<file path="src/bgs_pkg.sv">
// ----------------------------------------------------------------------------
// bgs_pkg
// Shared types and constants of the bilinear grid sampler.
// ----------------------------------------------------------------------------
package bgs_pkg;

  // Default grid dimension bound
  localparam int MAX_DIM_DEF = 64;

  // Width of a linear cell address before the store-depth wrap
  localparam int LIN_W = 14;

  // Queue between front and back
  localparam int QDEPTH = 8;

  // Command codes
  localparam logic CMD_WRITE  = 1'b0;
  localparam logic CMD_SAMPLE = 1'b1;

  // Status codes
  localparam logic [1:0] ST_BILINEAR = 2'd0;
  localparam logic [1:0] ST_BASE     = 2'd1;
  localparam logic [1:0] ST_OUTSIDE  = 2'd2;

  // Configuration register indexes
  localparam logic [1:0] CFG_GRID_WIDTH  = 2'd0;
  localparam logic [1:0] CFG_GRID_HEIGHT = 2'd1;

  // Reset value of both dimensions
  localparam logic [6:0] DIM_RESET = 7'd64;

  // One classified item as it travels from front to back
  typedef struct packed {
    logic        cmd;
    logic [1:0]  status;
    logic [16:0] fx;
    logic [16:0] fy;
    logic [95:0] entry;
  } bgs_item_t;

endpackage

</file>
<file path="src/bgs_queue.sv">
// ----------------------------------------------------------------------------
// bgs_queue
// Small first-in first-out queue between the front and the back.
// ----------------------------------------------------------------------------
module bgs_queue #(
  parameter int DW    = 8,
  parameter int DEPTH = bgs_pkg::QDEPTH
) (
  input  logic                       clk,
  input  logic                       rst_n,
  input  logic                       push,
  input  logic [DW-1:0]              din,
  input  logic                       pop,
  output logic [DW-1:0]              dout,
  output logic                       empty,
  output logic [$clog2(DEPTH+1)-1:0] count
);

  localparam int PW = (DEPTH > 1) ? $clog2(DEPTH) : 1;
  localparam int CW = $clog2(DEPTH+1);

  logic [DW-1:0] slot_r [DEPTH];
  logic [PW-1:0] wp_r, rp_r;
  logic [CW-1:0] cnt_r;

  function automatic logic [PW-1:0] bump(input logic [PW-1:0] p);
    if (p == PW'(DEPTH - 1)) begin
      return '0;
    end
    return p + PW'(1);
  endfunction

  // Store incoming item
  always_ff @(posedge clk) begin
    if (push) begin
      slot_r[wp_r] <= din;
    end
  end

  // Move pointers and fill count
  always_ff @(posedge clk) begin
    if (!rst_n) begin
      wp_r  <= '0;
      rp_r  <= '0;
      cnt_r <= '0;
    end else begin
      if (push) begin
        wp_r <= bump(wp_r);
      end
      if (pop) begin
        rp_r <= bump(rp_r);
      end
      cnt_r <= cnt_r + CW'(push) - CW'(pop);
    end
  end

  assign dout  = slot_r[rp_r];
  assign empty = (cnt_r == '0);
  assign count = cnt_r;

endmodule

</file>
<file path="config.mk">
export PLATFORM = sky130hd
export DESIGN_NAME = bgs_queue
export DESIGN_NICKNAME = d
export VERILOG_FILES = /design/src/bgs_pkg.sv /design/src/bgs_queue.sv
export SDC_FILE = /design/constraint.sdc
export NUM_CORES = 1
export LEC_CHECK = 0
export BUFFER_PORTS_ARGS = -buffer_cell sky130_fd_sc_hd__buf_2
export CAP_MARGIN = 20
export CORE_MARGIN = 3
export CORE_UTILIZATION = 30
export DETAILED_ROUTE_END_ITERATION = 10
export GPL_TIMING_DRIVEN = 0
export PLACE_DENSITY_LB_ADDON = 0.1
export SLEW_MARGIN = 25
export SYNTH_ARGS = -nofsm -noshare
export SYNTH_HDL_FRONTEND = slang
export SYNTH_SLANG_ARGS = --single-unit
</file>
<file path="constraint.sdc">
create_clock -name clk -period 3.3 [get_ports clk]
set_input_delay 0.495 -clock clk [delete_from_list [all_inputs] [get_ports clk]]
set_output_delay 0.495 -clock clk [all_outputs]
set_load 0.05 [all_outputs]
</file>
# Word-level counts from Yosys, hierarchy flattened
# Memories as Yosys holds them, arrays and structs flattened. A register that Yosys moved wholly into a read port is not among the register bits.
# Cells that the tools add are included.
[totals]
regBits = 10
latch_bits = 0
ramBits = 64
mem_bits_ro = 0
out_inout_bits = 13
word_cells = 25
n_memories = 1
[classes]
add_sub_neg = 4
multipliers = 0
div = 0
order_cmp = 0
n_eq_ne = 2
shifts = 0
mux = 14
bitwise_logic = 0
reduce_logical = 1
[mem_list]
columns = ["name", "words", "width", "read_ports", "rd_clocked_by_memory_dff", "wr", "line", "source"]
rows = [
  ["slot_r", 8, 8, 1, 1, 1, "bgs_queue.sv:22", "logic [DW-1:0] slot_r [DEPTH];"],
]
[op_table]
columns = ["operator", "count"]
rows = [
  ["two-way mux 3 bit", 6],
  ["two-way mux 1 bit", 8],
  ["adder 3 x 1 -> 3 bit, second input constant", 2],
  ["equality test 3 bit, second input constant", 2],
  ["adder 4 x 1 -> 4 bit", 1],
  ["logical NOT 4 bit", 1],
  ["subtractor 4 x 1 -> 4 bit", 1],
]

# Logic depth before layout (Yosys ltp)
[depth]
word_depth = 7
ltp_mapped = 7
ltp_nobuf = 7

# Worst setup path before layout
# OpenSTA, ideal clock, no wires.
[synth_timing]
kind = "register -> output"
start = "register with a tool-made name"
end = "output port dout[1]"
arrival_ns = 1.481
slack_ns = 1.324
path_stages_with_launch = 5
n_path_buf = 2
path_cell_list = "dfxtp_1 buf_6 buf_12 mux4_1 mux2_2"
[synth_lines]
columns = ["item", "line", "source"]
rows = [
  ["end: declaration", "bgs_queue.sv:14", "output logic [DW-1:0] dout,"],
]

==> metrics.csv <==
metric,value,unit
status,"complete, no violations",
core,9950,µm²
drc,0,
grt_pass1_wl,8.95,mm
routabilityCongestion,0.732,
setup_tns,0,ps
final_cells,339,
utilization,36.3,%
cts_tree,yes,
ir_worst_vdd,0.290,mV
vias,1544,
worstMarginPinSlew,957,ps
syn_inst,164,
ys_seq_elements,77,
n_antenna_cell,0,
required,2800,ps
fillCellCount,926,
ys_seq_area_share,69.8,%
syn_avg_cell_area,19.1,µm²
detail-route-antenna-nets,0,
power_density,584,nW/µm²
first_global_vias,1606,
pin_count,25,
internal_power,1.55,mW
maxSlewHeadroom,35.9,%
layout.nets,223,
regArea,2180,µm²
dieHeight,108,µm
crit_path_max_fanout,10,
grt_usage,10.8,%
place_inst,323,
max_stage_delay,370,ps
layout_commonest_cell,edfxtp_1,
period_share,82.0,%
h-tree-depth,3,
pwr-share-seq,52.3,%
maxSlewViolCount,0,
finalClockSkew,9.71,ps
mostFrequentLayoutCells,"64 x edfxtp_1, 25 x buf_2, 15 x mux4_1, 13 x dfxtp_1, 12 x clkbuf_8",
layout-drive-gt1-share,25.7,%
drt_pre_antenna_iters,4,
total_power,2.11,mW
timing_hold_violations_final,0,
antenna_found_initial,0,
cts_root_buf,clkbuf_8,
routed_wl,5.76,mm
flow.area_growth_from_synthesis,15.8,%
globalRouteOverflowTotal,0,
critical_path_class,flop to output port,
grt_start_max_net_pins,13,
hold_path.class,input port to flop,
crit_slowest_cell,buf_2,
setup_viol,0,
dieArea,11700,µm²
p_leak,1.28,nW
first_iter_violations,58,
syn-num-nets,186,
dieWidth,108,µm
syn_area,3130,µm²
arrival,2210,ps
p_clk_share,30.6,%
portBuffers,24,
max_freq,369,MHz
drv_cap,0,
crit_top_cell,buf_2,
p_comb_share,17.0,%
cts_hold_buf,0,
finalCriticalPeriod,2710,ps
initial_core_util,31.4,%
clk_pin_slew,80,ps
ys_types,28,
switching_share,26.7,%
detail_route.wl_per_cell,17.0,µm
cts_buffers,9,
multi_input_area,876,µm²
cts_sinks,77,
cp-start-kind,flop,
path_cells,clkbuf_1 > buf_2 > mux4_1 > mux2_2 > buf_2,
rsz0062_at_grt,false,
crit_path_end_kind,output port,
hpwl,3.89,mm
power.switching,564,µW
yosys_warnings,0,
num_rows,36,
vias_per_cell,4.55,
clk_latency,340,ps
post_cts_buffers,0,
cts.path.max_buffers,2,
post_cts_resized,0,
==> per-stage QoR <==
stage / instance area [µm²] / hold slack [ps] / worst slack [ps]
after floorplan: 3130 / 513 / 1320
after global routing: 3620 / 416 / 466
final: 3620 / 412 / 593
after CTS: 3620 / 398 / 487
after global placement: 3410 / 529 / 881
after detailed placement: 3440 / 555 / 872
==> area by class of cell <==
class | instances | area share, %
buffer | 6 | 1.31
clock buffer | 15 | 4.88
clock inverter | 1 | 0.138
inverter | 8 | 0.830
multi-input combinational | 73 | 24.2
sequential | 77 | 60.3
tap | 133 | 4.60
timing repair buffer | 26 | 3.73
==> registers in the layout, summed over array words and instances, names as in the netlist, named ones only <==
signal and count:
count 4, rp_r 3, slot_r 64, wp_r 3
==> per-layer routing <==
metal  GRT usage (%)  vias up  part of all wire (%)
li1                -      720                     -
met1            13.3      784                    43
met2            18.1       30                    51
met3            2.33       10                   3.0
met4            5.41        0                   2.1
met5               0        -                     0
==> worst max-delay path, delay by kind of cell, from the launching register on <==
kind	cells	cell delay [ps]
multiplexers	2	620
buffers and inverters	3	940
flip-flops	1	310
==> cells in the mapped netlist <==
library cell,count,share of area [%]
buf_1,1,0.12
fa_1,1,0.64
mux4_2,1,0.72
xor2_1,1,0.28
nor3b_1,1,0.24
o22ai_1,2,0.40
buf_2,1,0.16
nor3_1,2,0.32
nand2b_1,4,0.80
mux4_1,15,13
nor2b_1,3,0.60
clkbuf_1,2,0.24
a21o_1,1,0.24
mux2i_1,3,0.96
inv_1,8,0.96
and2_1,6,1.2
mux2_2,8,2.9
o21ai_0,1,0.16
nor2_1,6,0.72
dfxtp_1,13,8.3
nand2_1,6,0.72
buf_12,1,0.64
ha_1,9,3.6
edfxtp_1,64,61
o21a_1,1,0.24
buf_6,1,0.36
a21oi_1,1,0.16
and3_1,1,0.20
==> kinds of logic (layout without fill, tap and decap cells) <==
family / after synthesis / after routing / share of synthesized area (%)
fa+ha+maj: 10 / 10 / 4.24
flops: 77 / 77 / 69.8
compound gates: 6 / 6 / 1.20
buf+inv: 14 / 56 / 2.48
simple gates: 29 / 29 / 4.80
xor+xnor: 1 / 1 / 0.280
mux: 27 / 27 / 17.2
==> path summary, 6_finish.rpt <==
kind | start | endpoint | slack (ps) | cells past startpoint
setup / recovery | flop | dout[1] | 590 | 5
hold / removal | din[5] | slot_r[7][5] | 410 | 1
setup reg to reg | wp_r[2] | slot_r[5][6] | 1580 | 2
hold reg to reg | rp_r[2] | rp_r[2] | 560 | 2
==> power by group through the flow <==
stage / sequential (mW) / clock (mW) / combinational, mW
6_report: 1.11 / 0.647 / 0.359
5_1_grt: 1.11 / 0.706 / 0.389
4_1_cts: 1.11 / 0.663 / 0.365
3_5_place_dp: 1.13 / 0 / 0.363
3_3_place_gp: 1.12 / 0 / 0.347
2_1_floorplan: 1.18 / 0 / 0.218
Note: power is estimated with default switching activity, not from simulation.
