===== src/bgs_pkg.sv =====
// ----------------------------------------------------------------------------
// bgs_pkg
// Shared types and constants of the bilinear grid sampler.
// ----------------------------------------------------------------------------
package bgs_pkg;

  // Default grid dimension bound
  localparam int MAX_DIM_DEF = 64;

  // Width of a linear cell address before the store-depth wrap
  localparam int LIN_W = 14;

  // Queue between front and back
  localparam int QDEPTH = 8;

  // Command codes
  localparam logic CMD_WRITE  = 1'b0;
  localparam logic CMD_SAMPLE = 1'b1;

  // Status codes
  localparam logic [1:0] ST_BILINEAR = 2'd0;
  localparam logic [1:0] ST_BASE     = 2'd1;
  localparam logic [1:0] ST_OUTSIDE  = 2'd2;

  // Configuration register indexes
  localparam logic [1:0] CFG_GRID_WIDTH  = 2'd0;
  localparam logic [1:0] CFG_GRID_HEIGHT = 2'd1;

  // Reset value of both dimensions
  localparam logic [6:0] DIM_RESET = 7'd64;

  // One classified item as it travels from front to back
  typedef struct packed {
    logic        cmd;
    logic [1:0]  status;
    logic [16:0] fx;
    logic [16:0] fy;
    logic [95:0] entry;
  } bgs_item_t;

endpackage


===== src/bgs_front.sv =====
// ----------------------------------------------------------------------------
// bgs_front
// Scales coordinates, splits cell and fraction, classifies the neighbors and
// forms the four wrapped store addresses.
// ----------------------------------------------------------------------------
module bgs_front #(
  parameter int MAX_DIM = bgs_pkg::MAX_DIM_DEF
) (
  input  logic                     clk,
  input  logic                     rst_n,
  input  logic                     accept,
  input  logic                     in_command,
  input  logic [11:0]              in_entry_index,
  input  logic [95:0]              in_entry,
  input  logic signed [17:0]       in_u_coord,
  input  logic signed [17:0]       in_v_coord,
  input  logic [6:0]               grid_width,
  input  logic [6:0]               grid_height,
  output logic                     push,
  output bgs_pkg::bgs_item_t       push_item,
  output logic [4*$clog2(MAX_DIM*MAX_DIM)-1:0] push_addr,
  output logic [2:0]               occupancy
);

  localparam int  DEPTH = MAX_DIM * MAX_DIM;
  localparam int  AW    = $clog2(DEPTH);
  localparam int  LW    = bgs_pkg::LIN_W;
  localparam int  SH    = LW + AW;
  localparam longint MULC = ((64'd1 << SH) + DEPTH - 1) / DEPTH;
  localparam int  XW    = (AW > LW) ? AW : LW;
  localparam logic [SH:0]   MUL_K   = MULC[SH:0];
  localparam logic [XW-1:0] DEPTH_K = XW'(DEPTH);

  // Stage 1: captured item
  logic        s1_v_r;
  logic        s1_cmd_r;
  logic [11:0] s1_idx_r;
  logic [95:0] s1_ent_r;
  logic signed [17:0] s1_u_r, s1_v_coord_r;

  // Stage 2: scaled coordinates
  logic        s2_v_r;
  logic        s2_cmd_r;
  logic [11:0] s2_idx_r;
  logic [95:0] s2_ent_r;
  logic signed [25:0] s2_pu_r, s2_pv_r;

  // Stage 3: cell, fraction, class
  logic        s3_v_r;
  logic        s3_cmd_r;
  logic [11:0] s3_idx_r;
  logic [95:0] s3_ent_r;
  logic [6:0]  s3_col_r, s3_row_r;
  logic [16:0] s3_fx_r, s3_fy_r;
  logic [1:0]  s3_st_r;

  // Stage 4: linear base address
  logic        s4_v_r;
  logic        s4_cmd_r;
  logic [95:0] s4_ent_r;
  logic [16:0] s4_fx_r, s4_fy_r;
  logic [1:0]  s4_st_r;
  logic [LW-1:0] s4_lin_r;

  // Stage 5: lane addresses and quotients
  logic        s5_v_r;
  logic        s5_cmd_r;
  logic [95:0] s5_ent_r;
  logic [16:0] s5_fx_r, s5_fy_r;
  logic [1:0]  s5_st_r;
  logic [LW-1:0] s5_lane_r [4];
  logic [LW-1:0] s5_q_r [4];

  // Scale products
  logic signed [7:0]  wm1, hm1;
  logic signed [25:0] pu_nxt, pv_nxt;
  assign wm1    = $signed({1'b0, grid_width}) - 8'sd1;
  assign hm1    = $signed({1'b0, grid_height}) - 8'sd1;
  assign pu_nxt = wm1 * s1_u_r;
  assign pv_nxt = hm1 * s1_v_coord_r;

  // Split toward zero and classify
  logic        adj_u, adj_v;
  logic [9:0]  col, row;
  logic signed [10:0] coli, rowi, wi, hi;
  logic        base_ok, all_ok;
  logic [1:0]  st_nxt;
  always_comb begin
    adj_u   = s2_pu_r[25] & (|s2_pu_r[15:0]);
    adj_v   = s2_pv_r[25] & (|s2_pv_r[15:0]);
    col     = s2_pu_r[25:16] + {9'b0, adj_u};
    row     = s2_pv_r[25:16] + {9'b0, adj_v};
    coli    = $signed({col[9], col});
    rowi    = $signed({row[9], row});
    wi      = $signed({4'b0, grid_width});
    hi      = $signed({4'b0, grid_height});
    base_ok = !col[9] && (coli < wi) && !row[9] && (rowi < hi);
    all_ok  = base_ok && (coli + 11'sd1 < wi) && (rowi + 11'sd1 < hi);
    if (all_ok) begin
      st_nxt = bgs_pkg::ST_BILINEAR;
    end else if (base_ok) begin
      st_nxt = bgs_pkg::ST_BASE;
    end else begin
      st_nxt = bgs_pkg::ST_OUTSIDE;
    end
  end

  // Linear base address
  logic [LW-1:0] lin_nxt;
  always_comb begin
    if (s3_cmd_r == bgs_pkg::CMD_WRITE) begin
      lin_nxt = LW'(s3_idx_r);
    end else begin
      lin_nxt = ({7'b0, s3_row_r} * {7'b0, grid_width}) + {7'b0, s3_col_r};
    end
  end

  // Neighbor lanes and reciprocal quotients
  logic [LW-1:0]    lane_nxt [4];
  logic [SH+LW-1:0] qp [4];
  always_comb begin
    lane_nxt[0] = s4_lin_r;
    lane_nxt[1] = s4_lin_r + LW'(1);
    lane_nxt[2] = s4_lin_r + {7'b0, grid_width};
    lane_nxt[3] = s4_lin_r + {7'b0, grid_width} + LW'(1);
    for (int k = 0; k < 4; k++) begin
      qp[k] = (SH+LW)'(lane_nxt[k]) * (SH+LW)'(MUL_K);
    end
  end

  // Wrap remainders
  logic [XW-1:0] rem [4];
  always_comb begin
    for (int k = 0; k < 4; k++) begin
      rem[k] = XW'(s5_lane_r[k]) - XW'(XW'(s5_q_r[k]) * DEPTH_K);
      push_addr[k*AW +: AW] = rem[k][AW-1:0];
    end
  end

  // Advance control
  always_ff @(posedge clk) begin
    if (!rst_n) begin
      s1_v_r <= 1'b0;
      s2_v_r <= 1'b0;
      s3_v_r <= 1'b0;
      s4_v_r <= 1'b0;
      s5_v_r <= 1'b0;
    end else begin
      s1_v_r <= accept;
      s2_v_r <= s1_v_r;
      s3_v_r <= s2_v_r;
      s4_v_r <= s3_v_r;
      s5_v_r <= s4_v_r;
    end
  end

  // Advance payload
  always_ff @(posedge clk) begin
    if (accept) begin
      s1_cmd_r     <= in_command;
      s1_idx_r     <= in_entry_index;
      s1_ent_r     <= in_entry;
      s1_u_r       <= in_u_coord;
      s1_v_coord_r <= in_v_coord;
    end
    s2_cmd_r <= s1_cmd_r;
    s2_idx_r <= s1_idx_r;
    s2_ent_r <= s1_ent_r;
    s2_pu_r  <= pu_nxt;
    s2_pv_r  <= pv_nxt;

    s3_cmd_r <= s2_cmd_r;
    s3_idx_r <= s2_idx_r;
    s3_ent_r <= s2_ent_r;
    s3_col_r <= col[6:0];
    s3_row_r <= row[6:0];
    s3_fx_r  <= {adj_u, s2_pu_r[15:0]};
    s3_fy_r  <= {adj_v, s2_pv_r[15:0]};
    s3_st_r  <= st_nxt;

    s4_cmd_r <= s3_cmd_r;
    s4_ent_r <= s3_ent_r;
    s4_fx_r  <= s3_fx_r;
    s4_fy_r  <= s3_fy_r;
    s4_st_r  <= s3_st_r;
    s4_lin_r <= lin_nxt;

    s5_cmd_r <= s4_cmd_r;
    s5_ent_r <= s4_ent_r;
    s5_fx_r  <= s4_fx_r;
    s5_fy_r  <= s4_fy_r;
    s5_st_r  <= s4_st_r;
    for (int k = 0; k < 4; k++) begin
      s5_lane_r[k] <= lane_nxt[k];
      s5_q_r[k]    <= qp[k][SH +: LW];
    end
  end

  // Hand over to the queue
  assign push             = s5_v_r;
  assign push_item.cmd    = s5_cmd_r;
  assign push_item.status = s5_st_r;
  assign push_item.fx     = s5_fx_r;
  assign push_item.fy     = s5_fy_r;
  assign push_item.entry  = s5_ent_r;

  assign occupancy = 3'({2'b0, s1_v_r} + {2'b0, s2_v_r} + {2'b0, s3_v_r}
                        + {2'b0, s4_v_r} + {2'b0, s5_v_r});

endmodule


===== config.mk =====
export PLATFORM = sky130hd
export DESIGN_NAME = bgs_front
export DESIGN_NICKNAME = d
export VERILOG_FILES = /design/src/bgs_pkg.sv /design/src/bgs_front.sv
export SDC_FILE = /design/constraint.sdc
export NUM_CORES = 1
export LEC_CHECK = 0
export BUFFER_PORTS_ARGS = -buffer_cell sky130_fd_sc_hd__buf_2
export CAP_MARGIN = 30
export CORE_MARGIN = 3
export CORE_UTILIZATION = 40
export CTS_BUF_LIST = sky130_fd_sc_hd__clkbuf_16
export CTS_CLUSTER_SIZE = 24
export DETAILED_ROUTE_END_ITERATION = 16
export PLACE_DENSITY = 0.59
export SKIP_LAST_GASP = 1
export SLEW_MARGIN = 5
export SYNTH_ARGS = -nofsm -noshare
export SYNTH_HDL_FRONTEND = slang
export SYNTH_SLANG_ARGS = --single-unit

===== constraint.sdc =====
create_clock -name clk -period 8.81 [get_ports clk]
set_clock_uncertainty 0.15 [all_clocks]
set_input_delay 1.3215 -clock clk [delete_from_list [all_inputs] [get_ports clk]]
set_output_delay 1.3215 -clock clk [all_outputs]
set_load 0.05 [all_outputs]

After elaboration in Yosys (flattened, before gate mapping) --
Memory sizes are Yosys's and may differ from the RTL's. Index checks and enable logic that the tools add are counted.
Storage, ports and cells: flip-flop bits (word level) 750, output and inout bits 185, memory bits (writable) 56, bits of input ports 162, memories kept 1, word-level logic and storage cells 74
Memories:
- s5_lane_r | depth 4, width 14, read ports 4, clocked after Yosys merged registers in 0, write ports 4, RTL line bgs_front.sv:71 | logic [LW-1:0] s5_lane_r [4];
Operators by class: reductions and logical operators 9, magnitude comparators 4, bitwise gates (word level) 2, add/subtract/negate cells 18, multipliers 3, multiplexer cells 2
Operators by type and width (count):
- multiplier 8 x 18 -> 26 bit | 2
- subtractor 12 x 1 -> 12 bit (second input constant) | 4
- OR reduction 16 bit | 2
- adder 14 x 1 -> 14 bit (second input constant) | 2
- adder 14 x 7 -> 14 bit | 2
- adder 10 x 2 -> 11 bit (second input constant) | 2
- < comparator 11 x 8 -> 1 bit | 2
- adder 10 x 1 -> 10 bit | 2
- < comparator 10 x 8 -> 1 bit | 2
- subtractor 7 x 1 -> 8 bit (second input constant) | 2
- multiplier 7 x 7 -> 14 bit | 1
- two-way mux 12 bit | 1
- adder 3 x 1 -> 3 bit | 2
- logical AND 1 bit | 5
- adder 2 x 1 -> 3 bit | 1
- adder 1 x 1 -> 2 bit | 1
- AND 1 bit | 2
- zero test 1 bit | 2
- two-way mux 2 bit | 1

Longest topological paths before layout --
depth in word-level cells 9, mapped depth 24

Worst setup path before layout --
No wires, ideal clock.
path type input -> register, start input port grid_width[0], end register s2_pu_r[24], slack 1.261 ns, arrival 7.276 ns, stages 24, required time 8.537 ns, setup time 0.123 ns, cells stage by stage clkbuf_1 -> inv_1 -> ha_1 -> nand3_1 -> nor3_1 -> xnor2_1 -> clkbuf_1 -> nand2b_1 -> fa_1 -> fa_1 -> inv_1 -> fa_1 -> inv_1 -> fa_1 -> inv_1 -> ha_1 -> o211ai_2 -> a21oi_1 -> o41a_1 -> a311o_1 -> a31o_1 -> a2111oi_2 -> o21bai_1 -> xor2_1
On the way: cells in the longest elaborated chain, start to end 2
RTL lines:
- start, declared | RTL line bgs_front.sv:17 | input logic [6:0] grid_width,
- subtractor 7 x 1 -> 8 bit | RTL line bgs_front.sv:77 | assign wm1 = $signed({1'b0, grid_width}) - 8'sd1;
- multiplier 8 x 18 -> 26 bit | RTL line bgs_front.sv:79 | assign pu_nxt = wm1 * s1_u_r;
- net pu_nxt[24] | RTL line bgs_front.sv:76 | logic signed [25:0] pu_nxt, pv_nxt;
- end signal, assigned | RTL line bgs_front.sv:169 | s2_pu_r <= pu_nxt;
- end, declared | RTL line bgs_front.sv:46 | logic signed [25:0] s2_pu_r, s2_pv_r;
The timed path passes the listed nets, and every way through them passes these cells. A chain may end at the register's enable or synchronous reset.

Worst setup path in the final report --
start input port grid_width[1], end register s2_pu_r[24]
Same word-level chain as after synthesis.

==> metrics.yaml <==
worstHoldPathCells: 0
netlist_area_sq_mm: 0.0315
synth_cell_types: 56
drtPass1Iterations: 5
post_cts_buffers: 0
combinational_cell_fraction_of_total_power: 0.458
grt_pass1_wl_microns: 97300
place_congestion: 0.816
antenna_found_initial: 4
ys_dominant_reg_cell: "dfxtp_1"
global_route.peak_usage_layer: "met2"
cts.repair.resized: 0
grt_setup_unrepaired: "false"
synth_enable_flop_cells: 145
die_h_microns: 287
synth-async-reset-ratio: 0
grt_util_met1: 0.184
numCtsBuffers: 80
syn-instance-count: 2480
design.portCount: 347
synth_top_family_by_area: "adder cells"
timing.setup.critical_path_class: "input port to flip-flop"
netlist.top_cell.by_area: "dfxtp_1"
area_of_the_core_region_sq_mm: 0.0777
post-synth-top-count-cell: "dfxtp_1"
die_outline_width_microns: 287
post_cts_hold_buffer_count: 0
synth_top_cells_by_area: "dfxtp_1 (41%), fa_1 (17%), edfxtp_1 (14%)"
worstHoldPathType: "flip-flop to flip-flop"
grt_util_all_layers: 0.148
power.switching_fraction: 0.393
use_met3: 0.0305
critPathCaptureType: "flip-flop"
cellLeakagePower_nw: 17.0
period_needed_ps: 7200
crit_path_start_kind: "input port"
yosys_register_bits: 796
crit_fanout: 11
clock_network_fraction_of_total_power: 0.216
synth_area_in_compound_gates: 0.0344
finalWirelength_microns: 60400
critical_path_arrival_ps: 7560
clk_pin_slew_worst_paths_ps: 60
final-max-slew-violation-count: 0
via_per_inst: 4.41
worst_skew_pair.late_latency_ps: 630
fmaxAchievable_mhz: 139
drc_errors: 0
outcome: "finished clean"
power.share.sequential: 0.326
reg2regPathDepth: 17
final_nets: 3487
irDropWorstVdd_v: 0.000299
synth_xor_xnor_area_share: 0.0344
p_int_w: 0.00906
period_share: 0.817
avgSynthCellArea_sq_um: 12.7
setup_tns_ps: 0
worst_margin_slew_ps: 900
yosys-top-cells-count: "dfxtp_1 (651), inv_1 (395), fa_1 (263)"
max_cap_viol_count: 0
post_synth_mux_area_share: 0.00381
design_area_sq_mm: 0.0372
report.final.hold_viol_count: 0
drt_iter0_drc: 613
maximum_level_of_the_cts_h_tree: 3
port_buffers: 346
timing.max_slew.rel_slack: 0.398
grt_remaining_overflow: 0
synth_top_area_share: 0.413
clkSinkCount: 796
groute.layer.met2.usage: 0.261
power_switching_w: 0.00586
routed_wire_length_per_instance_microns: 15.1
synth_seq_area_share: 0.551
power.density_mw_per_mm2: 401
crit_required_ps: 9170
yosys.area_share.simple: 0.0919
setup_violations: 0
yosysWarnings: 0
first_global_vias: 18900
cts-root-buf: "clkbuf_16"
flow.area_growth_from_synthesis_pct: 18.0
start_util: 0.406
pin_count_of_the_biggest_net_entering_global_routing: 89
drive_above_1_share: 0.169
vias: 17600
row_count: 102
synthAdderAreaFrac: 0.233
area_post_placement_sq_mm: 0.0346
place.detailed.hpwl_microns: 46700
dieArea_sq_mm: 0.0822
cts_tree: "done"
mappedNetlistNets: 3072
cts_max_path_buffers: 3
remaining_antenna_violation_count: 0
kinds of logic after synthesis:
logic type      count (synthesis)
mux                            11
flops                         796
fa+ha+maj                     430
compound gates                164
buf+inv                       426
simple gates                  529
xor+xnor                      124
cell type report:
cell class              count  area (sq um)
fillers                  6917         40500
flip-flops and latches    796         17400
multi-input cells        1258         12500
clock buffers              80          2000
repair buffers            363          1890
inverters                 396          1490
well taps                1040          1300
clock inverters            68           586
diodes                      1          2.50
path summary, 6_finish.rpt:
check | from | end | slack (ps)
worst max-delay path | grid_width[1] | s2_pu_r[24] | 1610
worst min-delay path | s3_ent_r[8] | s4_ent_r[8] | 150
worst max register to register | s1_u_r[0] | s2_pu_r[24] | 2930
worst min register to register | s3_ent_r[8] | s4_ent_r[8] | 150
state kept, by name, summed over array words and instances (netlist names), 26 cells and up:
name / flops
s3_ent_r: 96
s1_ent_r: 96
s2_ent_r: 96
s5_ent_r: 96
s5_lane_r: 48
s4_ent_r: 96
s2_pu_r: 26
s2_pv_r: 26
critical path: stages:
cell and delay [ps]:
buf_2 250, inv_1 140, ha_1 230, xor2_1 730, buf_4 290, and2_1 150
fa_1 430, fa_1 470, fa_1 540, inv_1 50, fa_1 520, inv_1 40
ha_1 350, o211ai_2 100, a21oi_1 80, o41a_1 440, a311o_1 460, a31o_1 290
a2111oi_2 370, o21bai_1 120, xor2_1 150
metal layers:
layer	part of all wire	vias up
met2	0.50	349
li1	-	8604
met1	0.43	8583
met3	0.047	97
met4	0.022	2
met5	0.00020	-
stage by stage:
stage	utilization	worst slack, ps	cells	total power (W)	hold slack, ps
global route	0.479	1290	4002	0.0162	158
detailed placement	0.445	939	3852	0.0118	162
floorplan	-	1260	2480	0.0102	160
finish	0.479	1610	4002	0.0149	151
CTS	0.478	1630	4000	0.0152	152
global placement	0.445	941	3851	0.0117	160
cells in the final DEF (no fill, tap or decap), types with 5 or more instances in the layout:
| master | instances |
|---|---|
| a211oi_1 | 6 |
| a21boi_0 | 7 |
| a21o_1 | 27 |
| a21oi_1 | 41 |
| a31oi_1 | 5 |
| and2_1 | 124 |
| and3_1 | 10 |
| buf_2 | 345 |
| buf_4 | 16 |
| clkbuf_16 | 80 |
| clkinv_1 | 18 |
| clkinv_16 | 5 |
| clkinv_2 | 6 |
| clkinv_4 | 5 |
| dfxtp_1 | 651 |
| edfxtp_1 | 145 |
| fa_1 | 263 |
| ha_1 | 167 |
| inv_1 | 411 |
| inv_4 | 5 |
| mux2_2 | 8 |
| nand2_1 | 75 |
| nand2b_1 | 21 |
| nand3_1 | 26 |
| nand4_1 | 8 |
| nor2_1 | 72 |
| nor2b_1 | 146 |
| nor3_1 | 18 |
| nor4_1 | 13 |
| o21a_1 | 7 |
| o21ai_0 | 35 |
| or2_2 | 7 |
| xnor2_1 | 80 |
| xor2_1 | 44 |
power groups by stage:
stage	Clock, W	Sequential (W)	Combinational [W]
2_1_floorplan	0	0.00560	0.00458
3_3_place_gp	0	0.00495	0.00675
3_5_place_dp	0	0.00496	0.00688
4_1_cts	0.00334	0.00489	0.00694
5_1_grt	0.00349	0.00496	0.00778
6_report	0.00322	0.00487	0.00683
Note: power is estimated with default switching activity, not from simulation.
